`config.mk`:
```
export PLATFORM = sky130hd
export DESIGN_NAME = nonrepeating_random_picker_unit
export DESIGN_NICKNAME = d
export VERILOG_FILES = /design/src/rtl/nrp_pkg.sv /design/src/rtl/nrp_ctrl.sv /design/src/rtl/nrp_datapath.sv /design/src/rtl/nonrepeating_random_picker_unit.sv
export SDC_FILE = /design/constraint.sdc
export NUM_CORES = 1
export LEC_CHECK = 0
export BUFFER_PORTS_ARGS = -buffer_cell sky130_fd_sc_hd__buf_2
export CORE_UTILIZATION = 55
export DETAILED_ROUTE_END_ITERATION = 6
export GPL_ROUTABILITY_DRIVEN = 0
export PLACE_DENSITY = 0.8
export SLEW_MARGIN = 20
export SYNTH_ARGS = -nofsm -noshare
export SYNTH_HDL_FRONTEND = slang
export SYNTH_SLANG_ARGS = --single-unit
```
`constraint.sdc`:
```
create_clock -name clk -period 3.5 [get_ports clk]
set_input_delay 0.175 -clock clk [delete_from_list [all_inputs] [get_ports clk]]
set_output_delay 0.175 -clock clk [all_outputs]
set_load 0.02 [all_outputs]
```
`src/rtl/nrp_pkg.sv`:
```
// ----------------------------------------------------------------------------
// nrp_pkg
// Shared types and constants for the nonrepeating random picker.
// ----------------------------------------------------------------------------
package nrp_pkg;

  localparam int SIZE_W        = 7;
  localparam int RAND_W        = 31;
  localparam int PICK_W        = 6;
  localparam int DEF_MAX_SLOTS = 64;
  localparam int SLOT_CAP      = 127;
  localparam int DIV_STEPS     = RAND_W;
  localparam int DIV_CNT_W     = $clog2(DIV_STEPS);

  typedef enum logic [2:0] {
    ST_IDLE,
    ST_PREP,
    ST_DIV,
    ST_SCAN,
    ST_DONE
  } nrp_state_t;

  typedef struct packed {
    logic accept;
    logic prep;
    logic div_step;
    logic scan_step;
    logic commit;
  } nrp_cmd_t;

  typedef struct packed {
    logic size_zero;
    logic div_last;
    logic scan_hit;
    logic out_free;
  } nrp_sts_t;

endpackage

```
`src/rtl/nrp_ctrl.sv`:
```
// ----------------------------------------------------------------------------
// nrp_ctrl
// Sequencer for one draw: accept, history check, division, rank scan, result.
// ----------------------------------------------------------------------------
module nrp_ctrl import nrp_pkg::*; (
  input  logic     clk,
  input  logic     rst_n,
  input  logic     in_valid,
  output logic     in_stall,
  input  nrp_sts_t sts,
  output nrp_cmd_t cmd
);

  nrp_state_t state_r, state_nxt;

  always_ff @(posedge clk) begin
    if (!rst_n) begin
      state_r <= ST_IDLE;
    end else begin
      state_r <= state_nxt;
    end
  end

  always_comb begin
    state_nxt = state_r;
    unique case (state_r)
      ST_IDLE: begin
        if (in_valid) begin
          state_nxt = sts.size_zero ? ST_DONE : ST_PREP;
        end
      end
      ST_PREP: state_nxt = ST_DIV;
      ST_DIV: begin
        if (sts.div_last) begin
          state_nxt = ST_SCAN;
        end
      end
      ST_SCAN: begin
        if (sts.scan_hit) begin
          state_nxt = ST_DONE;
        end
      end
      ST_DONE: begin
        if (sts.out_free) begin
          state_nxt = ST_IDLE;
        end
      end
      default: state_nxt = ST_IDLE;
    endcase
  end

  always_comb begin
    cmd      = '0;
    in_stall = 1'b1;
    unique case (state_r)
      ST_IDLE: begin
        in_stall   = 1'b0;
        cmd.accept = in_valid;
      end
      ST_PREP: cmd.prep      = 1'b1;
      ST_DIV:  cmd.div_step  = 1'b1;
      ST_SCAN: cmd.scan_step = 1'b1;
      ST_DONE: cmd.commit    = sts.out_free;
      default: cmd = '0;
    endcase
  end

endmodule

```
`src/rtl/nrp_datapath.sv`:
```
// ----------------------------------------------------------------------------
// nrp_datapath
// Draw history, bit-serial modulo, rank scan over the used mask, result reg.
// ----------------------------------------------------------------------------
module nrp_datapath import nrp_pkg::*; #(
  parameter int MAX_SLOTS = DEF_MAX_SLOTS
) (
  input  logic              clk,
  input  logic              rst_n,
  input  logic              cfg_we,
  input  logic [SIZE_W-1:0] cfg_pool_size,
  input  logic [RAND_W-1:0] in_random_value,
  output logic              out_valid,
  input  logic              out_stall,
  output logic [PICK_W-1:0] out_picked_index,
  input  nrp_cmd_t          cmd,
  output nrp_sts_t          sts
);

  // pool_size never exceeds SLOT_CAP, so higher slots are never reached
  localparam int SLOTS = (MAX_SLOTS < SLOT_CAP) ? MAX_SLOTS : SLOT_CAP;
  localparam int IDX_W = (SLOTS > 1) ? $clog2(SLOTS) : 1;

  logic [SIZE_W-1:0]    pool_size_r;
  logic [SLOTS-1:0]     used_mask_r;
  logic [SIZE_W-1:0]    draw_count_r;
  logic [SIZE_W-1:0]    remembered_r;
  logic [SIZE_W-1:0]    size_r;
  logic                 zero_r;
  logic [RAND_W-1:0]    rnd_r;
  logic [SIZE_W-1:0]    unused_r;
  logic [SIZE_W-1:0]    rem_r;
  logic [DIV_CNT_W-1:0] div_cnt_r;
  logic [SIZE_W-1:0]    rank_r;
  logic [IDX_W-1:0]     scan_idx_r;
  logic                 out_valid_r;
  logic [PICK_W-1:0]    out_pick_r;

  logic [SIZE_W-1:0]    size_eff;
  logic                 hist_clear;
  logic [SIZE_W:0]      trial;
  logic [SIZE_W:0]      trial_sub;
  logic [SIZE_W-1:0]    rem_nxt;
  logic                 slot_used;

  assign size_eff   = (pool_size_r > SIZE_W'(SLOTS)) ? SIZE_W'(SLOTS) : pool_size_r;
  assign hist_clear = (remembered_r != size_r) || (draw_count_r >= size_r);
  assign trial      = {rem_r, rnd_r[RAND_W-1]};
  assign trial_sub  = trial - {1'b0, unused_r};
  assign rem_nxt    = trial_sub[SIZE_W] ? trial[SIZE_W-1:0] : trial_sub[SIZE_W-1:0];
  assign slot_used  = used_mask_r[scan_idx_r];

  assign sts.size_zero = (pool_size_r == '0);
  assign sts.div_last  = (div_cnt_r == DIV_CNT_W'(DIV_STEPS - 1));
  assign sts.scan_hit  = !slot_used && (rank_r == '0);
  assign sts.out_free  = !out_valid_r || !out_stall;

  always_ff @(posedge clk) begin
    if (!rst_n) begin
      pool_size_r  <= '0;
      used_mask_r  <= '0;
      draw_count_r <= '0;
      remembered_r <= '0;
      out_valid_r  <= 1'b0;
    end else begin
      if (cfg_we) begin
        pool_size_r <= cfg_pool_size;
      end
      if (cmd.prep && hist_clear) begin
        used_mask_r  <= '0;
        draw_count_r <= '0;
        remembered_r <= size_r;
      end
      if (cmd.commit && !zero_r) begin
        used_mask_r[scan_idx_r] <= 1'b1;
        draw_count_r            <= draw_count_r + 1'b1;
      end
      if (cmd.commit) begin
        out_valid_r <= 1'b1;
      end else if (!out_stall) begin
        out_valid_r <= 1'b0;
      end
    end
  end

  always_ff @(posedge clk) begin
    if (cmd.accept) begin
      size_r <= size_eff;
      zero_r <= sts.size_zero;
      rnd_r  <= in_random_value;
    end
    if (cmd.prep) begin
      unused_r  <= size_r - (hist_clear ? '0 : draw_count_r);
      rem_r     <= '0;
      div_cnt_r <= '0;
    end
    if (cmd.div_step) begin
      rem_r     <= rem_nxt;
      rnd_r     <= {rnd_r[RAND_W-2:0], 1'b0};
      div_cnt_r <= div_cnt_r + 1'b1;
      if (sts.div_last) begin
        rank_r     <= rem_nxt;
        scan_idx_r <= '0;
      end
    end
    if (cmd.scan_step && !sts.scan_hit) begin
      scan_idx_r <= scan_idx_r + 1'b1;
      if (!slot_used) begin
        rank_r <= rank_r - 1'b1;
      end
    end
    if (cmd.commit) begin
      out_pick_r <= zero_r ? '0 : PICK_W'(scan_idx_r);
    end
  end

  assign out_valid        = out_valid_r;
  assign out_picked_index = out_pick_r;

endmodule

```
`src/rtl/nonrepeating_random_picker_unit.sv`:
```
// ----------------------------------------------------------------------------
// nonrepeating_random_picker_unit
// Draws pool indices without replacement from a supplied random value.
// ----------------------------------------------------------------------------
// One draw runs from input transfer to result load through a 31-step
// bit-serial modulo by the unused count and a one-bit-per-cycle rank scan of
// the used mask up to the picked index (at most min(MAX_SLOTS, SLOT_CAP) - 1).
// A pool size of zero returns 0 without the division or the scan. One draw is
// in flight at a time; the result sits in an output register so the next
// input transfer can be taken while it waits.
module nonrepeating_random_picker_unit import nrp_pkg::*; #(
  parameter int MAX_SLOTS = DEF_MAX_SLOTS
) (
  input  logic              clk,
  input  logic              rst_n,
  input  logic              cfg_we,
  input  logic [SIZE_W-1:0] cfg_pool_size,
  input  logic              in_valid,
  output logic              in_stall,
  input  logic [RAND_W-1:0] in_random_value,
  output logic              out_valid,
  input  logic              out_stall,
  output logic [PICK_W-1:0] out_picked_index
);

  nrp_cmd_t cmd;
  nrp_sts_t sts;

  nrp_ctrl u_ctrl (
    .clk      (clk),
    .rst_n    (rst_n),
    .in_valid (in_valid),
    .in_stall (in_stall),
    .sts      (sts),
    .cmd      (cmd)
  );

  nrp_datapath #(
    .MAX_SLOTS (MAX_SLOTS)
  ) u_datapath (
    .clk              (clk),
    .rst_n            (rst_n),
    .cfg_we           (cfg_we),
    .cfg_pool_size    (cfg_pool_size),
    .in_random_value  (in_random_value),
    .out_valid        (out_valid),
    .out_stall        (out_stall),
    .out_picked_index (out_picked_index),
    .cmd              (cmd),
    .sts              (sts)
  );

  a_one_cmd: assert property (@(posedge clk) disable iff (!rst_n)
    $onehot0({cmd.accept, cmd.prep, cmd.div_step, cmd.scan_step, cmd.commit}))
    else $error("more than one datapath command");

  a_commit_free: assert property (@(posedge clk) disable iff (!rst_n)
    cmd.commit |-> (!out_valid || !out_stall))
    else $error("result loaded over a pending transfer");

  a_out_source: assert property (@(posedge clk) disable iff (!rst_n)
    $rose(out_valid) |-> $past(cmd.commit))
    else $error("result valid without a commit");

endmodule

```
# Word level (Yosys, flattened, before mapping)
# Cells that the tools add are included.
classes:
  addsub: 6
  n_lt_le_gt_ge: 4
  eq_ne: 11
  n_mux: 38
  bitwise: 1
  reduce_logical: 22
op_table:
  columns: ["operator", "count"]
  rows:
  - ["$mux W64", 3]
  - ["$mux W7", 10]
  - ["$or A64 B64 Y64", 1]
  - ["$mux W31", 2]
  - ["$mux W6", 3]
  - ["$mux W3", 5]
  - ["$pmux W3 S5", 1]
  - ["$logic_not A7 Y1", 2]
  - ["$mux W1", 10]
  - ["$mux W5", 2]
  - ["$reduce_bool A2 Y1", 5]
  - ["$sub A8 B7 Y8", 1]
  - ["$add A7 B1 Y7 const B", 1]
  - ["$ge A7 B7 Y1", 1]
  - ["$gt A7 B7 Y1 const B", 1]
  - ["$lt A6 B7 Y1 const B", 1]
  - ["$ne A7 B7 Y1", 1]
  - ["$sub A7 B1 Y7 const B", 1]
  - ["$sub A7 B7 Y7", 1]
  - ["$add A6 B1 Y6 const B", 1]
  - ["$bmux W1 S6", 1]
  - ["$demux W1 S6", 1]
  - ["$eq A3 B2 Y1 const B", 2]
  - ["$ge A6 B1 Y1 const B", 1]
  - ["12 further kinds", 24]
word_totals:
  ff_bits: 166
  out_inout_bits: 8
  word_cells: 98

# Logic depth before layout (Yosys ltp)
logic_depth:
  word_depth: 8
  depth_mapped: 16
  ltp_nobuf: 16

# Hierarchy
# Synthesis repeated with hierarchy kept, for this count alone.
unflattened:
  cells_unflattened: 786
  hier_area_um2: 8324.2
modules_own_cells:
  columns: ["mod", "instances", "cells_each", "area_per_inst_um2", "seq_area_each_um2"]
  rows:
  - ["nrp_datapath", 1, 756, 8096.5, 3953.8]
  - ["nrp_ctrl", 1, 30, 227.7, 60.1]

# Least setup slack after synthesis
# OpenSTA, ideal clock, no wires.
synth_timing:
  path_type: "register to register"
  start: "reg u_ctrl.state_r[0]"
  end: "reg u_datapath.rnd_r[10], enable pin"
  arrival_ps: 3168
  required_ps: 3041
  path_slack_ps: -127
  path_stages_with_launch: 4
  path_cell_list: "dfxtp_1 clkbuf_1 or3_1 o21ai_0"
synth_between:
  elab_chain_cells: 3
synth_rtl:
  columns: ["element", "line_no", "rtl"]
  rows:
  - ["start: declaration", "nrp_ctrl.sv:14", "nrp_state_t state_r, state_nxt;"]
  - ["start signal: assignment", "nrp_ctrl.sv:20", "state_r <= state_nxt;"]
  - ["$eq A3 B2 Y1 or $logic_not A3 Y1 (tied branches)", "nrp_ctrl.sv:55", "unique case (state_r)"]
  - ["$mux W1", "nrp_ctrl.sv:55", null]
  - ["$reduce_bool A2 Y1 (no source line) (*)", null, null]
  - ["end signal: assignment", "nrp_datapath.sv:90", "rnd_r <= in_random_value;"]
  - ["end signal: assignment", "nrp_datapath.sv:99", "rnd_r <= {rnd_r[RAND_W-2:0], 1'b0};"]
  - ["end: declaration", "nrp_datapath.sv:30", "logic [RAND_W-1:0] rnd_r;"]
# Every way passes the cells marked *; elsewhere a longest branch is shown, timed or not.
# A chain may end at the register's enable or synchronous reset.

# Worst setup path in the final report
layout_timing:
  start: "reg u_datapath.size_r[5]"
  end: "reg u_datapath.unused_r[6] (data pin)"
layout_between:
  elab_chain_cells: 4
layout_rtl:
  columns: ["element", "line_no", "rtl"]
  rows:
  - ["start: declaration", "nrp_datapath.sv:28", "logic [SIZE_W-1:0] size_r;"]
  - ["start signal: assignment", "nrp_datapath.sv:88", "size_r <= size_eff;"]
  - ["$ge A7 B7 Y1 or $ne A7 B7 Y1 (tied branches)", "nrp_datapath.sv:47", "assign hist_clear = (remembered_r != size_r) || (draw_count_r >= size_r);"]
  - ["$logic_or A1 B1 Y1", "nrp_datapath.sv:47", null]
  - ["$mux W7", "nrp_datapath.sv:93", "unused_r <= size_r - (hist_clear ? '0 : draw_count_r);"]
  - ["$sub A7 B7 Y7 (*)", "nrp_datapath.sv:93", null]
  - ["end signal: assignment", "nrp_datapath.sv:93", null]
  - ["end: declaration", "nrp_datapath.sv:31", "logic [SIZE_W-1:0] unused_r;"]
# Marked as above.

==> impl_metrics.json <==
{
  "syn_inst": 779,
  "cts_tree": "built",
  "p_switching_w": 0.00245,
  "nets": 900,
  "clock_sinks": 166,
  "cp_max_fo": 4,
  "grt_first_pass_wirelength_microns": 29000,
  "wl_per_cell_microns": 17.3,
  "final_common_cell": "nor2_1",
  "num_io_pins": 51,
  "ys.flop_type": "dfxtp_1",
  "start_kind": "register",
  "die_w_microns": 121,
  "grt.overflow.total": 0,
  "drtIter0Drc": 661,
  "tightest_slew_ns": 1.01,
  "n_antenna_cell": 0,
  "power_w": 0.00697,
  "ys_seq_area_share_pct": 51.1,
  "async_reset_ff_share_pct": 0,
  "viasPerCell": 6.01,
  "pwr-share-seq_pct": 41.5,
  "grt_usage_pct": 25.4,
  "synth.distinct_cells": 58,
  "die_area_sq_um": 14800,
  "period_needed_ns": 3.34,
  "cts.reportedPaths.clkPinSlew_ns": 0.06,
  "ant_nets": 0,
  "antenna_found_initial": 0,
  "intPower_w": 0.00453,
  "place_area_sq_um": 8290,
  "setup_viol": 0,
  "multiInputGateArea_sq_um": 3520,
  "drtPass1Iterations": 6,
  "leakage_nw": 3.64,
  "syn_area_sq_um": 7850,
  "drc": 0,
  "drive_above_1_share_pct": 14.6,
  "grt_max_degree": 65,
  "synth_top_family_by_area": "compound AO/OA/AOI/OAI gates",
  "crit_type": "register to register",
  "port_buffers": 50,
  "regArea_sq_um": 4020,
  "ys_ff_latch": 166,
  "synth_nets": 850,
  "synth_compound_area_share_pct": 17.7,
  "synthAdderAreaFrac_pct": 4.65,
  "area_delta_synth_final_pct": 14.0,
  "fmax_mhz": 299,
  "clock_power_share_pct": 25.6,
  "endpoint_kind": "register",
  "rows": 43,
  "hold_violations": 0,
  "syn_area_per_cell_sq_um": 10.1,
  "mostFrequentLayoutCells": "nor2_1 (136), dfxtp_1 (96), edfxtp_1 (69), a22oi_1 (66), buf_2 (50)",
  "maxCapViolCount": 0,
  "p_sw_share_pct": 35.1,
  "finalCritPeriodShare_pct": 95.5,
  "synthMuxAreaShare_pct": 4.19,
  "synth-xor-area-share_pct": 2.79,
  "combPwrFrac_pct": 33.0,
  "status": "complete, no violations",
  "numCtsBuffers": 17,
  "powerDensity_nw_per_um2": 779,
  "n_fill_cell": 1066,
  "ys_warn_count": 0,
  "root_buffer": "clkbuf_16",
  "skew_ns": 0.00753,
  "die_y_microns": 121,
  "synth-simple-area-share_pct": 15.4,
  "core-area_sq_um": 13900,
  "cts_htree_levels": 4,
  "vias": 6144,
  "start_util_pct": 56.6,
  "synth_edf_count": 69,
  "cp_data_arrival_time_ns": 3.53,
  "design_area_sq_um": 8950,
  "relSlewSlack_pct": 32.1,
  "worstHoldPathType": "input pin to register",
  "slew_viol_final": 0,
  "clock_path_buffers": 2,
  "totalWireLength_microns": 17700,
  "ir_drop_uv": 511,
  "final_core_util_pct": 64.5,
  "dpl.hpwl_microns": 11600,
  "clock_latency_ns": 0.43,
  "first_global_vias": 6012,
  "critical_path_required_ns": 3.68
}
-- flip-flops by register name, summed over array words and instances, names as in the netlist, 6 cells and up --
name                         flops
u_datapath.used_mask_r          64
u_datapath.rank_r                7
u_datapath.rem_r                 7
u_datapath.size_r                7
u_datapath.remembered_r          7
u_datapath.scan_idx_r            6
u_datapath.pool_size_r           7
u_datapath.rnd_r                31
u_datapath.unused_r              7
u_datapath.draw_count_r          7
u_datapath.out_picked_index      6
-- synth_stat cells (7+ instances only) --
| cell type | count | area, sq um |
|---|---|---|
| o22ai_1 | 7 | 43.8 |
| clkbuf_1 | 39 | 146 |
| mux2i_1 | 25 | 250 |
| nand3_1 | 12 | 60.1 |
| xnor2_1 | 11 | 96.3 |
| dfxtp_1 | 97 | 1940 |
| and2_1 | 7 | 43.8 |
| ha_1 | 26 | 325 |
| inv_1 | 29 | 109 |
| nor2b_1 | 16 | 100 |
| nand2_1 | 36 | 135 |
| a22o_1 | 37 | 324 |
| nor2_1 | 137 | 514 |
| o21ai_0 | 14 | 70.1 |
| and3_1 | 9 | 56.3 |
| xor2_1 | 14 | 123 |
| nor3_1 | 14 | 70.1 |
| a21oi_1 | 25 | 125 |
| a22oi_1 | 66 | 495 |
| edfxtp_1 | 69 | 2070 |
-- worst max-delay path, cell delays in order (launching register included) --
cell      delay, ns
edfxtp_1       0.42
inv_1          0.07
ha_1           0.32
a311oi_1       0.29
nand4_1        0.13
a31oi_1        0.18
and2_1         0.16
ha_1           0.14
inv_1          0.06
fa_1           0.42
a21o_1         0.20
a21oi_2        0.17
o21bai_1       0.08
a21oi_1        0.18
xor2_1         0.21
xnor2_1        0.08
-- area by class of cell --
| class | count | share of cell area, % |
|---|---|---|
| Tap cell | 180 | 2.52 |
| Timing Repair Buffer | 80 | 5.62 |
| Clock inverter | 6 | 0.419 |
| Inverter | 31 | 1.30 |
| Sequential cell | 166 | 44.9 |
| Clock buffer | 26 | 5.93 |
| Multi-Input combinational cell | 533 | 39.3 |
-- metal layers --
metal | share of wire, % | track usage, % | routed length [microns]
met5 | 0 | 0 | 0
met2 | 50 | 41.5 | 8790
met1 | 43 | 32.9 | 7590
met3 | 5.9 | 5.40 | 1040
met4 | 1.6 | 9.72 | 286
-- through the flow --
step	setup WS [ns]	std cells	setup TNS, ns	hold WS, ns
after floorplan	0.141	779	0	0.313
after global placement	0.259	980	0	0.408
after detailed placement	0.155	980	0	0.419
after CTS	0.157	1018	0	0.0110
after global routing	-0.0200	1022	-0.0200	0.0241
final	0.156	1022	0	0.0185
-- logic make-up after synthesis --
logic type               after synthesis
AO/OA/AOI/OAI                        188
AND/OR/NAND/NOR                      262
buffers and inverters                 80
flip-flops                           166
XOR/XNOR                              25
multiplexers                          30
adder cells (fa/ha/maj)               28
-- path summary, 6_finish.rpt --
kind | slack (ns) | cells after the start | endpoint | start
max reg2reg | 0.16 | 15 | u_datapath.unused_r[6] | u_datapath.size_r[5]
min | 0.02 | 3 | u_datapath.rnd_r[0] | in_random_value[0]
min reg2reg | 0.50 | 2 | u_datapath.remembered_r[4] | u_datapath.remembered_r[4]
max | 0.16 | 15 | u_datapath.unused_r[6] | u_datapath.size_r[5]
-- repair_timing --
| action | CTS | global route |
|---|---|---|
| endpoints found under the hold margin | 6 | 0 |
| hold buffers | 6 | 0 |
| resized for setup | 0 | 2 |
| buffers inserted | 0 | 4 |
| endpoints found under the setup margin | 0 | 1 |
-- power by group through the flow --
stage               Sequential, W  Clock [W]  Combinational (W)
detailed placement        0.00292          0            0.00221
CTS                       0.00289    0.00180            0.00224
floorplan                 0.00284          0            0.00169
global placement          0.00290          0            0.00208
global route              0.00295    0.00188            0.00254
finish                    0.00289    0.00178            0.00230
(Power assumes the default switching activity.)
